==> src/rtl/core/j1939_tp_receiver_macros.svh <==
// Assertion macros shared by the receiver RTL.
// Each use names a label, an antecedent and a consequent; clk and rst_n
// are taken from the module in which the macro is used.
`ifndef J1939_TP_RECEIVER_MACROS_SVH
`define J1939_TP_RECEIVER_MACROS_SVH

`ifndef SYNTHESIS

`define JTP_ASSERT_SAME(lbl, ante, cons) \
    lbl: assert property (@(posedge clk) disable iff (!rst_n) (ante) |-> (cons)) \
        else $error("assertion failed");

`define JTP_ASSERT_NEXT(lbl, ante, cons) \
    lbl: assert property (@(posedge clk) disable iff (!rst_n) (ante) |=> (cons)) \
        else $error("assertion failed");

`else

`define JTP_ASSERT_SAME(lbl, ante, cons)

`define JTP_ASSERT_NEXT(lbl, ante, cons)

`endif

`endif

==> src/rtl/core/jtp_pkg.sv <==
package jtp_pkg;

    localparam logic [1:0] MODE_START = 2'd0;
    localparam logic [1:0] MODE_FRAME = 2'd1;
    localparam logic [1:0] MODE_TICK  = 2'd2;

    localparam logic [2:0] KIND_TX      = 3'd0;
    localparam logic [2:0] KIND_FRAME   = 3'd1;
    localparam logic [2:0] KIND_CHUNK   = 3'd2;
    localparam logic [2:0] KIND_DONE    = 3'd3;
    localparam logic [2:0] KIND_TIMEOUT = 3'd4;
    localparam logic [2:0] KIND_SEQ_ERR = 3'd5;

    localparam logic [1:0] CFG_ECU_ADDR      = 2'd0;
    localparam logic [1:0] CFG_TOOL_ADDR     = 2'd1;
    localparam logic [1:0] CFG_LISTEN_FIRST  = 2'd2;
    localparam logic [1:0] CFG_TIMEOUT_TICKS = 2'd3;

    localparam logic [7:0] PF_ACK  = 8'hE8;
    localparam logic [7:0] PF_CM   = 8'hEC;
    localparam logic [7:0] PF_DT   = 8'hEB;
    localparam logic [7:0] PF_REQ  = 8'hEA;
    localparam logic [7:0] ID_PRIO_REQ = 8'h98;
    localparam logic [7:0] ID_PRIO_CM  = 8'h9C;
    localparam logic [7:0] CTL_BAM = 8'h20;
    localparam logic [7:0] CTL_RTS = 8'h10;
    localparam logic [7:0] CTL_CTS = 8'h11;
    localparam logic [7:0] CTL_EOM = 8'h13;

    typedef struct packed {
        logic [7:0]  ecu_addr;
        logic [7:0]  tool_addr;
        logic        listen_first;
        logic [15:0] timeout_ticks;
    } cfg_t;

    typedef struct packed {
        logic [1:0]  mode;
        logic [17:0] pgn;
        logic [7:0]  id_page_byte;
        logic [7:0]  pdu_format;
        logic [7:0]  pdu_specific;
        logic [7:0]  source_addr;
        logic [63:0] rx_data;
    } item_t;

    typedef struct packed {
        logic [2:0]  kind;
        logic [31:0] frame_id;
        logic [63:0] frame_data;
        logic [2:0]  byte_count;
    } result_t;

    typedef struct packed {
        logic [1:0]          cnt;
        result_t [2:0]       res;
    } bundle_t;

endpackage

==> src/rtl/core/j1939_tp_receiver.sv <==
// Requester side of a J1939 parameter-group fetch over transport protocol.
// Input channel (in_valid/in_ready): mode 0 starts a fetch of pgn, mode 1
// carries a received CAN frame, mode 2 is one timer tick.
// Output channel (out_valid/out_ready): result items (transmit frame, whole
// response, payload chunk, done, timeout, sequence error); last marks the
// final result caused by one input item.
// Configuration channel (cfg_valid/cfg_ready): cfg_index selects ecu_addr,
// tool_addr, listen_first or timeout_ticks; always ready; write when idle.
// Each item is held in the input register, and its results in the result register.
// Throughput: one item per cycle while out_ready is high and each item
// gives at most one result; an item with k results holds the output until
// all k are taken, one result per cycle while out_ready is high.
// Reset clears the fetch to idle and loads the register defaults; no fetch
// runs until a start item arrives.
// When out_ready is low the result register holds; one further item waits in
// the input register, and items that give no result keep flowing.
`include "j1939_tp_receiver_macros.svh"

module j1939_tp_receiver (
    input  logic        clk,
    input  logic        rst_n,
    input  logic        in_valid,
    output logic        in_ready,
    input  logic [1:0]  mode,
    input  logic [17:0] pgn,
    input  logic [7:0]  id_page_byte,
    input  logic [7:0]  pdu_format,
    input  logic [7:0]  pdu_specific,
    input  logic [7:0]  source_addr,
    input  logic [63:0] rx_data,
    output logic        out_valid,
    input  logic        out_ready,
    output logic [2:0]  kind,
    output logic [31:0] frame_id,
    output logic [63:0] frame_data,
    output logic [2:0]  byte_count,
    output logic        last,
    input  logic        cfg_valid,
    output logic        cfg_ready,
    input  logic [1:0]  cfg_index,
    input  logic [15:0] cfg_data
);

    jtp_pkg::cfg_t    cfg_reg;
    jtp_pkg::item_t   s1_item_reg;
    logic             s1_valid_reg;
    jtp_pkg::bundle_t s2_bundle_reg;
    logic             s2_valid_reg;
    logic [1:0]       s2_idx_reg;
    jtp_pkg::bundle_t bundle;
    jtp_pkg::result_t cur;
    logic             out_xfer, s2_free, s1_advance;

    assign cfg_ready = 1'b1;

    always_ff @(posedge clk or negedge rst_n)
    begin
        if (!rst_n)
        begin
            cfg_reg.ecu_addr      <= 8'd255;
            cfg_reg.tool_addr     <= 8'd254;
            cfg_reg.listen_first  <= 1'b1;
            cfg_reg.timeout_ticks <= 16'd2000;
        end
        else if (cfg_valid && cfg_ready)
        begin
            case (cfg_index)
                jtp_pkg::CFG_ECU_ADDR:      cfg_reg.ecu_addr      <= cfg_data[7:0];
                jtp_pkg::CFG_TOOL_ADDR:     cfg_reg.tool_addr     <= cfg_data[7:0];
                jtp_pkg::CFG_LISTEN_FIRST:  cfg_reg.listen_first  <= cfg_data[0];
                jtp_pkg::CFG_TIMEOUT_TICKS: cfg_reg.timeout_ticks <= cfg_data;
                default:
                begin
                end
            endcase
        end
    end

    jtp_engine u_engine (
        .clk     (clk),
        .rst_n   (rst_n),
        .cfg     (cfg_reg),
        .item    (s1_item_reg),
        .advance (s1_advance),
        .bundle  (bundle)
    );

    always_comb
    begin
        case (s2_idx_reg)
            2'd1:    cur = s2_bundle_reg.res[1];
            2'd2:    cur = s2_bundle_reg.res[2];
            default: cur = s2_bundle_reg.res[0];
        endcase
    end

    assign out_valid  = s2_valid_reg;
    assign kind       = cur.kind;
    assign frame_id   = cur.frame_id;
    assign frame_data = cur.frame_data;
    assign byte_count = cur.byte_count;
    assign last       = (s2_idx_reg == s2_bundle_reg.cnt - 2'd1);

    assign out_xfer   = out_valid && out_ready;
    assign s2_free    = !s2_valid_reg || (out_xfer && last);
    assign s1_advance = s1_valid_reg && (bundle.cnt == 2'd0 || s2_free);
    assign in_ready   = !s1_valid_reg || s1_advance;

    // hold the transfer until the engine has taken the item
    always_ff @(posedge clk or negedge rst_n)
    begin
        if (!rst_n)
        begin
            s1_valid_reg <= 1'b0;
        end
        else if (in_ready)
        begin
            s1_valid_reg <= in_valid;
        end
    end

    always_ff @(posedge clk)
    begin
        if (in_ready && in_valid)
        begin
            s1_item_reg <= '{mode: mode, pgn: pgn, id_page_byte: id_page_byte,
                             pdu_format: pdu_format, pdu_specific: pdu_specific,
                             source_addr: source_addr, rx_data: rx_data};
        end
    end

    // load a new bundle, or advance through the current one
    always_ff @(posedge clk or negedge rst_n)
    begin
        if (!rst_n)
        begin
            s2_valid_reg <= 1'b0;
            s2_idx_reg   <= 2'd0;
        end
        else if (s1_advance && bundle.cnt != 2'd0)
        begin
            s2_valid_reg <= 1'b1;
            s2_idx_reg   <= 2'd0;
        end
        else if (out_xfer)
        begin
            if (last)
            begin
                s2_valid_reg <= 1'b0;
                s2_idx_reg   <= 2'd0;
            end
            else
            begin
                s2_idx_reg <= s2_idx_reg + 2'd1;
            end
        end
    end

    always_ff @(posedge clk)
    begin
        if (s1_advance && bundle.cnt != 2'd0)
        begin
            s2_bundle_reg <= bundle;
        end
    end

    `JTP_ASSERT_SAME(a_idx_in_bundle, s2_valid_reg, s2_idx_reg < s2_bundle_reg.cnt)
    `JTP_ASSERT_SAME(a_idle_idx_zero, !s2_valid_reg, s2_idx_reg == 2'd0)
    `JTP_ASSERT_NEXT(a_bundle_restart, out_xfer && last, !s2_valid_reg || s2_idx_reg == 2'd0)
    `JTP_ASSERT_SAME(a_free_input, !s1_valid_reg, in_ready)

endmodule

==> src/rtl/core/jtp_engine.sv <==
module jtp_engine (
    input  logic            clk,
    input  logic            rst_n,
    input  jtp_pkg::cfg_t   cfg,
    input  jtp_pkg::item_t  item,
    input  logic            advance,
    output jtp_pkg::bundle_t bundle
);

    localparam logic [1:0] PH_IDLE = 2'd0;
    localparam logic [1:0] PH_WAIT = 2'd1;
    localparam logic [1:0] PH_BAM  = 2'd2;
    localparam logic [1:0] PH_RTS  = 2'd3;

    logic [1:0]  phase_reg, phase_next;
    logic [17:0] wanted_reg, wanted_next;
    logic [15:0] total_reg, total_next;
    logic [7:0]  pkt_total_reg, pkt_total_next;
    logic [7:0]  next_seq_reg, next_seq_next;
    logic        req_sent_reg, req_sent_next;
    logic [15:0] tick_reg, tick_next;
    logic [2:0]  last_cnt_reg, last_cnt_next;

    function automatic logic [2:0] mod7(input logic [15:0] v);
        logic [5:0] s1;
        logic [3:0] s2;
        begin
            s1 = 6'(v[2:0]) + 6'(v[5:3]) + 6'(v[8:6]) + 6'(v[11:9])
               + 6'(v[14:12]) + 6'(v[15]);
            s2 = 4'(s1[5:3]) + 4'(s1[2:0]);
            mod7 = (s2 >= 4'd7) ? 3'(s2 - 4'd7) : s2[2:0];
        end
    endfunction

    jtp_pkg::result_t req_res, cts_res, eom_res, chunk_res, done_res, tmo_res;
    jtp_pkg::result_t err_res, frame_res;
    logic [31:0] cm_id, fid;
    logic [63:0] grp64;
    logic [16:0] ann_grp;
    logic [16:0] own_grp;
    logic [7:0]  ctl, np, seq;
    logic [15:0] tick_inc;
    logic [2:0]  n_bytes, ann_mod;
    logic        fin;
    logic [63:0] chunk;

    always_comb
    begin
        cm_id   = {jtp_pkg::ID_PRIO_CM, jtp_pkg::PF_CM, cfg.ecu_addr, cfg.tool_addr};
        fid     = {item.id_page_byte, item.pdu_format, item.pdu_specific, item.source_addr};
        grp64   = (item.mode == jtp_pkg::MODE_START) ? 64'(item.pgn) : 64'(wanted_reg);
        ctl     = item.rx_data[7:0];
        np      = item.rx_data[31:24];
        seq     = item.rx_data[7:0];
        ann_grp = {item.rx_data[56], item.rx_data[55:40]};
        own_grp = {item.id_page_byte[0], item.pdu_format, item.pdu_specific};
        ann_mod = mod7(item.rx_data[23:8]);
        tick_inc = (tick_reg != 16'hFFFF) ? tick_reg + 16'd1 : tick_reg;
        fin     = (seq == pkt_total_reg);
        n_bytes = fin ? last_cnt_reg : 3'd7;
        chunk   = '0;
        for (int i = 0; i < 7; i++)
        begin
            if (3'(i) < n_bytes)
            begin
                chunk[8*i +: 8] = item.rx_data[8*(i+1) +: 8];
            end
        end

        req_res = '{kind: jtp_pkg::KIND_TX,
                    frame_id: {jtp_pkg::ID_PRIO_REQ, jtp_pkg::PF_REQ,
                               cfg.ecu_addr, cfg.tool_addr},
                    frame_data: grp64, byte_count: 3'd0};
        cts_res = '{kind: jtp_pkg::KIND_TX, frame_id: cm_id,
                    frame_data: {6'd0, wanted_reg, 16'hFFFF, 8'h01, np, jtp_pkg::CTL_CTS},
                    byte_count: 3'd0};
        eom_res = '{kind: jtp_pkg::KIND_TX, frame_id: cm_id,
                    frame_data: {6'd0, wanted_reg, 8'hFF, pkt_total_reg, total_reg,
                                 jtp_pkg::CTL_EOM},
                    byte_count: 3'd0};
        chunk_res = '{kind: jtp_pkg::KIND_CHUNK, frame_id: 32'd0, frame_data: chunk,
                      byte_count: n_bytes};
        done_res  = '{kind: jtp_pkg::KIND_DONE, frame_id: 32'd0, frame_data: 64'd0,
                      byte_count: 3'd0};
        tmo_res   = '{kind: jtp_pkg::KIND_TIMEOUT, frame_id: 32'd0, frame_data: 64'd0,
                      byte_count: 3'd0};
        err_res   = '{kind: jtp_pkg::KIND_SEQ_ERR, frame_id: 32'd0, frame_data: 64'd0,
                      byte_count: 3'd0};
        frame_res = '{kind: jtp_pkg::KIND_FRAME, frame_id: fid, frame_data: item.rx_data,
                      byte_count: 3'd0};

        phase_next     = phase_reg;
        wanted_next    = wanted_reg;
        total_next     = total_reg;
        pkt_total_next = pkt_total_reg;
        next_seq_next  = next_seq_reg;
        req_sent_next  = req_sent_reg;
        tick_next      = tick_reg;
        last_cnt_next  = last_cnt_reg;
        bundle         = '0;

        case (item.mode)
            jtp_pkg::MODE_START:
            begin
                wanted_next    = item.pgn;
                total_next     = 16'd0;
                pkt_total_next = 8'd0;
                next_seq_next  = 8'd1;
                req_sent_next  = 1'b0;
                tick_next      = 16'd0;
                phase_next     = PH_WAIT;
                if (!cfg.listen_first)
                begin
                    bundle.res[0] = req_res;
                    bundle.cnt    = 2'd1;
                    req_sent_next = 1'b1;
                end
            end
            jtp_pkg::MODE_TICK:
            begin
                if (phase_reg != PH_IDLE)
                begin
                    tick_next = tick_inc;
                    if (tick_inc >= cfg.timeout_ticks)
                    begin
                        bundle.cnt = 2'd1;
                        if (!req_sent_reg)
                        begin
                            bundle.res[0] = req_res;
                            req_sent_next = 1'b1;
                            phase_next    = PH_WAIT;
                            tick_next     = 16'd0;
                            next_seq_next = 8'd1;
                        end
                        else
                        begin
                            bundle.res[0] = tmo_res;
                            phase_next    = PH_IDLE;
                        end
                    end
                end
            end
            jtp_pkg::MODE_FRAME:
            begin
                if (phase_reg == PH_WAIT)
                begin
                    if (item.pdu_format == jtp_pkg::PF_ACK)
                    begin
                        bundle.res[0] = frame_res;
                        bundle.cnt    = 2'd1;
                        phase_next    = PH_IDLE;
                    end
                    else if (item.pdu_format == jtp_pkg::PF_CM)
                    begin
                        if ({1'b0, ann_grp} == wanted_reg && np != 8'd0
                            && (ctl == jtp_pkg::CTL_BAM || ctl == jtp_pkg::CTL_RTS))
                        begin
                            total_next     = item.rx_data[23:8];
                            pkt_total_next = np;
                            next_seq_next  = 8'd1;
                            tick_next      = 16'd0;
                            last_cnt_next  = (ann_mod == 3'd0) ? 3'd7 : ann_mod;
                            if (ctl == jtp_pkg::CTL_BAM)
                            begin
                                phase_next = PH_BAM;
                            end
                            else
                            begin
                                phase_next    = PH_RTS;
                                bundle.res[0] = cts_res;
                                bundle.cnt    = 2'd1;
                            end
                        end
                    end
                    else if ({1'b0, own_grp} == wanted_reg)
                    begin
                        bundle.res[0] = frame_res;
                        bundle.cnt    = 2'd1;
                        phase_next    = PH_IDLE;
                    end
                end
                else if ((phase_reg == PH_BAM || phase_reg == PH_RTS)
                         && item.pdu_format == jtp_pkg::PF_DT)
                begin
                    if (seq == next_seq_reg)
                    begin
                        bundle.res[0] = chunk_res;
                        bundle.cnt    = 2'd1;
                        next_seq_next = next_seq_reg + 8'd1;
                        tick_next     = 16'd0;
                        if (fin)
                        begin
                            phase_next = PH_IDLE;
                            if (phase_reg == PH_RTS)
                            begin
                                bundle.res[1] = eom_res;
                                bundle.res[2] = done_res;
                                bundle.cnt    = 2'd3;
                            end
                            else
                            begin
                                bundle.res[1] = done_res;
                                bundle.cnt    = 2'd2;
                            end
                        end
                    end
                    else if (seq > next_seq_reg)
                    begin
                        bundle.res[0] = err_res;
                        bundle.cnt    = 2'd1;
                        phase_next    = PH_IDLE;
                    end
                end
            end
            default:
            begin
            end
        endcase
    end

    always_ff @(posedge clk or negedge rst_n)
    begin
        if (!rst_n)
        begin
            phase_reg     <= PH_IDLE;
            wanted_reg    <= '0;
            total_reg     <= '0;
            pkt_total_reg <= '0;
            next_seq_reg  <= 8'd1;
            req_sent_reg  <= 1'b0;
            tick_reg      <= '0;
            last_cnt_reg  <= 3'd7;
        end
        else if (advance)
        begin
            phase_reg     <= phase_next;
            wanted_reg    <= wanted_next;
            total_reg     <= total_next;
            pkt_total_reg <= pkt_total_next;
            next_seq_reg  <= next_seq_next;
            req_sent_reg  <= req_sent_next;
            tick_reg      <= tick_next;
            last_cnt_reg  <= last_cnt_next;
        end
    end

endmodule
==> config.mk <==
export PLATFORM = sky130hd
export DESIGN_NAME = j1939_tp_receiver
export DESIGN_NICKNAME = d
export VERILOG_FILES = /design/src/rtl/core/jtp_pkg.sv /design/src/rtl/core/j1939_tp_receiver.sv /design/src/rtl/core/jtp_engine.sv
export VERILOG_INCLUDE_DIRS = /design/src /design/src/rtl/core
export SDC_FILE = /design/constraint.sdc
export NUM_CORES = 1
export LEC_CHECK = 0
export ABC_AREA = 1
export BUFFER_PORTS_ARGS = -buffer_cell sky130_fd_sc_hd__buf_2
export CAP_MARGIN = 10
export CELL_PAD_IN_SITES_DETAIL_PLACEMENT = 2
export CELL_PAD_IN_SITES_GLOBAL_PLACEMENT = 2
export CORE_MARGIN = 10
export CORE_UTILIZATION = 25
export CTS_CLUSTER_DIAMETER = 30
export DETAILED_ROUTE_END_ITERATION = 16
export PLACE_DENSITY_LB_ADDON = 0.1
export SYNTH_ARGS = -nofsm -noshare
export SYNTH_HDL_FRONTEND = slang
export SYNTH_SLANG_ARGS = --single-unit
==> constraint.sdc <==
create_clock -name clk -period 15.8 [get_ports clk]
set_clock_uncertainty 0.05 [all_clocks]
set_input_delay 2.37 -clock clk [delete_from_list [all_inputs] [get_ports clk]]
set_output_delay 2.37 -clock clk [all_outputs]
set_load 0.1 [all_outputs]
==> flow_summary.yaml <==
run_status:
  result_of_the_run: "finished clean"
cells_and_area:
  finish.net_count: 2587
  fin_area_sq_um: 26030
  area_growth_syn_to_layout_pct: 32.27
  finish.cell_count_without_fillers: 3535
  post_route_cells_drive_above_1_share_pct: 20.32
  insertedDiodeCount: 0
  largest_register_ffs: 164
route:
  vias_per_cell: 4.740
  detail-route-antenna-nets: 0
  detail_route.drc_violations: 0
  detail_route.first_pass.iterations: 5
  dr_total_vias: 16755
  drtIter0Drc: 943
  avgRoutedWirePerCell_um: 24.57
  route.final.wire_length_um: 86860
critical_path:
  start_kind: "register"
  worst_setup_path_startpoint: "u_engine.tick_reg[0]$_DFFE_PN0P_"
  worst_r2r_path_depth: 28
  worstReg2RegEnd: "s2_bundle_reg[147]$_SDFFCE_PP0P_"
  ff_to_ff_setup_slack_ns: 9.18
  worst_setup_path_endpoint: "in_ready"
  type_of_the_worst_setup_path: "reg2out"
  worstPathRequired_ns: 13.38
  reg_to_reg_critical_path_startpoint: "u_engine.tick_reg[0]$_DFFE_PN0P_"
  crit_path_max_fanout: 8
  cp.arrival_ns: 4.96
  worst_setup_path_end_kind: "output port"
placed_design:
  numPortBuffers: 243
  place_area_sq_um: 22020
  cell_total_after_placement: 3319
  dp_hpwl_um: 63100
  detailedPlace.worstSlack_ns: 9.027
  place_congestion: 0.8235
grt:
  global_route.usage.total_pct: 19.05
  grt_max_degree: 72
  grt_antenna_before_repair: 1
  grt_pass1_wl_um: 128300
  globalRoute.totalOverflow: 0
  number_of_global_route_vias_before_repair: 18780
sta:
  setup_tns_ns: 0
  final_min_period_over_clock_period_pct: 46.69
  period_minus_slack_ns: 7.377
  rsz0062_at_grt: "no"
  post-route-worst-setup-slack_ns: 8.423
  hold_viol_final: 0
  max_slew.worst_pin.slew_ns: 1.105
  setup_viol: 0
  maxClockFrequency_mhz: 135.6
  timing.final.max_slew_violations: 0
  worst_slew_margin_rel_pct: 26.10
synthesis:
  yosys.cell_count.top_type: "sky130_fd_sc_hd__nand2_1"
  synth.top_cell.area_share_pct: 42.72
  synth_sequential_area_ratio_pct: 56.75
  syn_nets: 2289
  post_synth_num_cell_types: 58
  synth_edf_count: 280
  synth_top_cells_by_count: "sky130_fd_sc_hd__nand2_1, sky130_fd_sc_hd__inv_1, sky130_fd_sc_hd__edfxtp_1, sky130_fd_sc_hd__nor2_1, sky130_fd_sc_hd__nand3_1"
  synthesis.instances: 2098
  ys_flop_type: "sky130_fd_sc_hd__edfxtp_1"
  synthesis.area_per_instance_sq_um: 9.381
  ys_async_sr_fraction_pct: 28.02
  ys.warnings.count: 0
  synth_seq_cells: 389
  syn_area_sq_um: 19680
  synth_top_area_cell: "sky130_fd_sc_hd__edfxtp_1"
  yosys-top-cells-area: "sky130_fd_sc_hd__edfxtp_1, sky130_fd_sc_hd__dfrtp_1, sky130_fd_sc_hd__nand2_1"
floorplanning:
  core-area_sq_um: 77720
  floorplan.rows: 102
  die_y_um: 300.6
  fp.dieArea_sq_um: 90350
  initial_core_util_pct: 25.32
  ioPinCount: 245
  fp.dieW_um: 300.6
run:
  cap_viol_max_count: 0
min_path:
  hold_path_class: "reg2reg"
power_and_ir_drop:
  p_leak_nw: 11.62
  vdd.ir_drop.worst_mv: 0.1492
  powerDensity_nw_per_um2: 209.1
clocking:
  post_cts_resize_count: 0
  clock_tree_from_tritoncts: "yes"
  clkTransAtPathRegs_ns: 0.04
  cts_root_buffer: "sky130_fd_sc_hd__clkbuf_16"
  cts_buffer_depth: 3
  cts_max_level: 3
  clock_latency_ns: 0.68
  cts-buffers-inserted: 114
  clock_sink_count: 389
  ctsHoldBuffers: 0
  post-cts-setup-buffers: 0
-- critical path: stages (launching register included) --
cell                       delay (ns)
sky130_fd_sc_hd__dfrtp_1         0.41
sky130_fd_sc_hd__ha_1            0.24
sky130_fd_sc_hd__nand2_1         0.09
sky130_fd_sc_hd__nor3_1          0.33
sky130_fd_sc_hd__nand2_1         0.13
sky130_fd_sc_hd__nor2_1          0.11
sky130_fd_sc_hd__inv_1           0.07
sky130_fd_sc_hd__nor2_1          0.21
sky130_fd_sc_hd__inv_1           0.21
sky130_fd_sc_hd__nand3_1         0.12
sky130_fd_sc_hd__inv_1           0.09
sky130_fd_sc_hd__nand2_1         0.08
sky130_fd_sc_hd__xor2_1          0.19
sky130_fd_sc_hd__inv_1           0.08
sky130_fd_sc_hd__ha_1            0.19
sky130_fd_sc_hd__a21oi_1         0.17
sky130_fd_sc_hd__o21ai_0         0.09
sky130_fd_sc_hd__a21o_1          0.16
sky130_fd_sc_hd__nand2_1         0.05
sky130_fd_sc_hd__nand3_1         0.17
sky130_fd_sc_hd__nand3b_1        0.22
sky130_fd_sc_hd__nand3_1         0.10
sky130_fd_sc_hd__nand2_1         0.11
sky130_fd_sc_hd__nand2_2         0.12
sky130_fd_sc_hd__nand3_1         0.13
sky130_fd_sc_hd__buf_2           0.45
-- per-layer routing --
metal | vias to the layer above | share of wire, % | track usage, %
met1 | 8525 | 44 | 23.99
met3 | 124 | 4.3 | 3.500
met4 | 0 | 2.2 | 5.391
li1 | 7724 | - | -
met2 | 382 | 49 | 32.90
met5 | - | 0 | 0
-- worst min-delay path by stage --
| stage | startpoint | endpoint | slack [ns] | cells past startpoint |
|---|---|---|---|---|
| floorplan | u_engine.tick_reg[14]$_DFFE_PN0P_ | u_engine.tick_reg[14]$_DFFE_PN0P_ | 0.39 | 2 |
| global placement | u_engine.tick_reg[15]$_DFFE_PN0P_ | u_engine.tick_reg[15]$_DFFE_PN0P_ | 0.41 | 2 |
| detailed placement | u_engine.tick_reg[15]$_DFFE_PN0P_ | u_engine.tick_reg[15]$_DFFE_PN0P_ | 0.42 | 2 |
| CTS | u_engine.tick_reg[15]$_DFFE_PN0P_ | u_engine.tick_reg[15]$_DFFE_PN0P_ | 0.43 | 2 |
| global route | u_engine.tick_reg[15]$_DFFE_PN0P_ | u_engine.tick_reg[15]$_DFFE_PN0P_ | 0.45 | 2 |
| finish | u_engine.tick_reg[15]$_DFFE_PN0P_ | u_engine.tick_reg[15]$_DFFE_PN0P_ | 0.42 | 2 |
-- power breakdown --
group	internal, mW	switching [mW]	total [mW]
sequential	1.22	0.100	1.32
clock	1.65	0.706	2.35
combinational	0.339	1.44	1.77
total	3.20	2.24	5.44
-- stage by stage --
| step | util [%] | hold WS [ns] | power [mW] |
|---|---|---|---|
| final | 33.49 | 0.4203 | 5.444 |
| after CTS | 33.48 | 0.4274 | 5.517 |
| after global placement | 28.33 | 0.4115 | 3.106 |
| after global routing | 33.49 | 0.4497 | 5.692 |
| after floorplan | - | 0.3919 | 2.642 |
| after detailed placement | 28.33 | 0.4169 | 3.129 |
-- cells in the final DEF, fill, tap and decap left out, types with 6 or more instances in the layout --
cell	instances
sky130_fd_sc_hd__o211ai_1	28
sky130_fd_sc_hd__nand3_1	99
sky130_fd_sc_hd__o32ai_1	6
sky130_fd_sc_hd__ha_1	42
sky130_fd_sc_hd__edfxtp_1	280
sky130_fd_sc_hd__clkinvlp_4	6
sky130_fd_sc_hd__nor2_1	165
sky130_fd_sc_hd__nor3_1	24
sky130_fd_sc_hd__nor4_1	12
sky130_fd_sc_hd__xnor2_1	14
sky130_fd_sc_hd__nand4_1	52
sky130_fd_sc_hd__bufinv_16	17
sky130_fd_sc_hd__a22o_1	58
sky130_fd_sc_hd__buf_4	26
sky130_fd_sc_hd__buf_2	242
sky130_fd_sc_hd__a21oi_1	86
sky130_fd_sc_hd__o21ai_0	87
sky130_fd_sc_hd__inv_2	11
sky130_fd_sc_hd__clkinv_1	23
sky130_fd_sc_hd__a31oi_1	6
sky130_fd_sc_hd__inv_1	296
sky130_fd_sc_hd__nand3b_1	9
sky130_fd_sc_hd__clkbuf_16	116
sky130_fd_sc_hd__o21ai_1	22
sky130_fd_sc_hd__dfrtp_1	83
sky130_fd_sc_hd__clkbuf_8	9
sky130_fd_sc_hd__o221ai_1	19
sky130_fd_sc_hd__xor2_1	11
sky130_fd_sc_hd__clkinv_2	23
sky130_fd_sc_hd__dfstp_2	26
sky130_fd_sc_hd__clkbuf_1	15
sky130_fd_sc_hd__fa_1	9
sky130_fd_sc_hd__nand2_1	507
-- final cells by class --
type,count,area (sq um)
repair buffers,269,1418
flip-flops and latches,389,11170
multi-input cells,1309,6958
clock inverters,75,920.9
clock buffers,140,3083
well taps,1040,1301
fillers,8541,51690
inverters,313,1184
-- cell families (layout without fill, tap and decap cells) --
kind of cell,Yosys count,after routing,synth area share [%]
muxes,2,2,0.1017
xor gates and xnor gates,25,25,1.113
DFF,389,389,56.75
other,1,1,0.01905
adders and majority gates,52,52,3.649
and+or+nand+nor,889,889,19.24
AOI/OAI and AO/OA,340,340,11.10
buffers and inverters,400,797,8.029
Power figures use the tool's default switching activity.
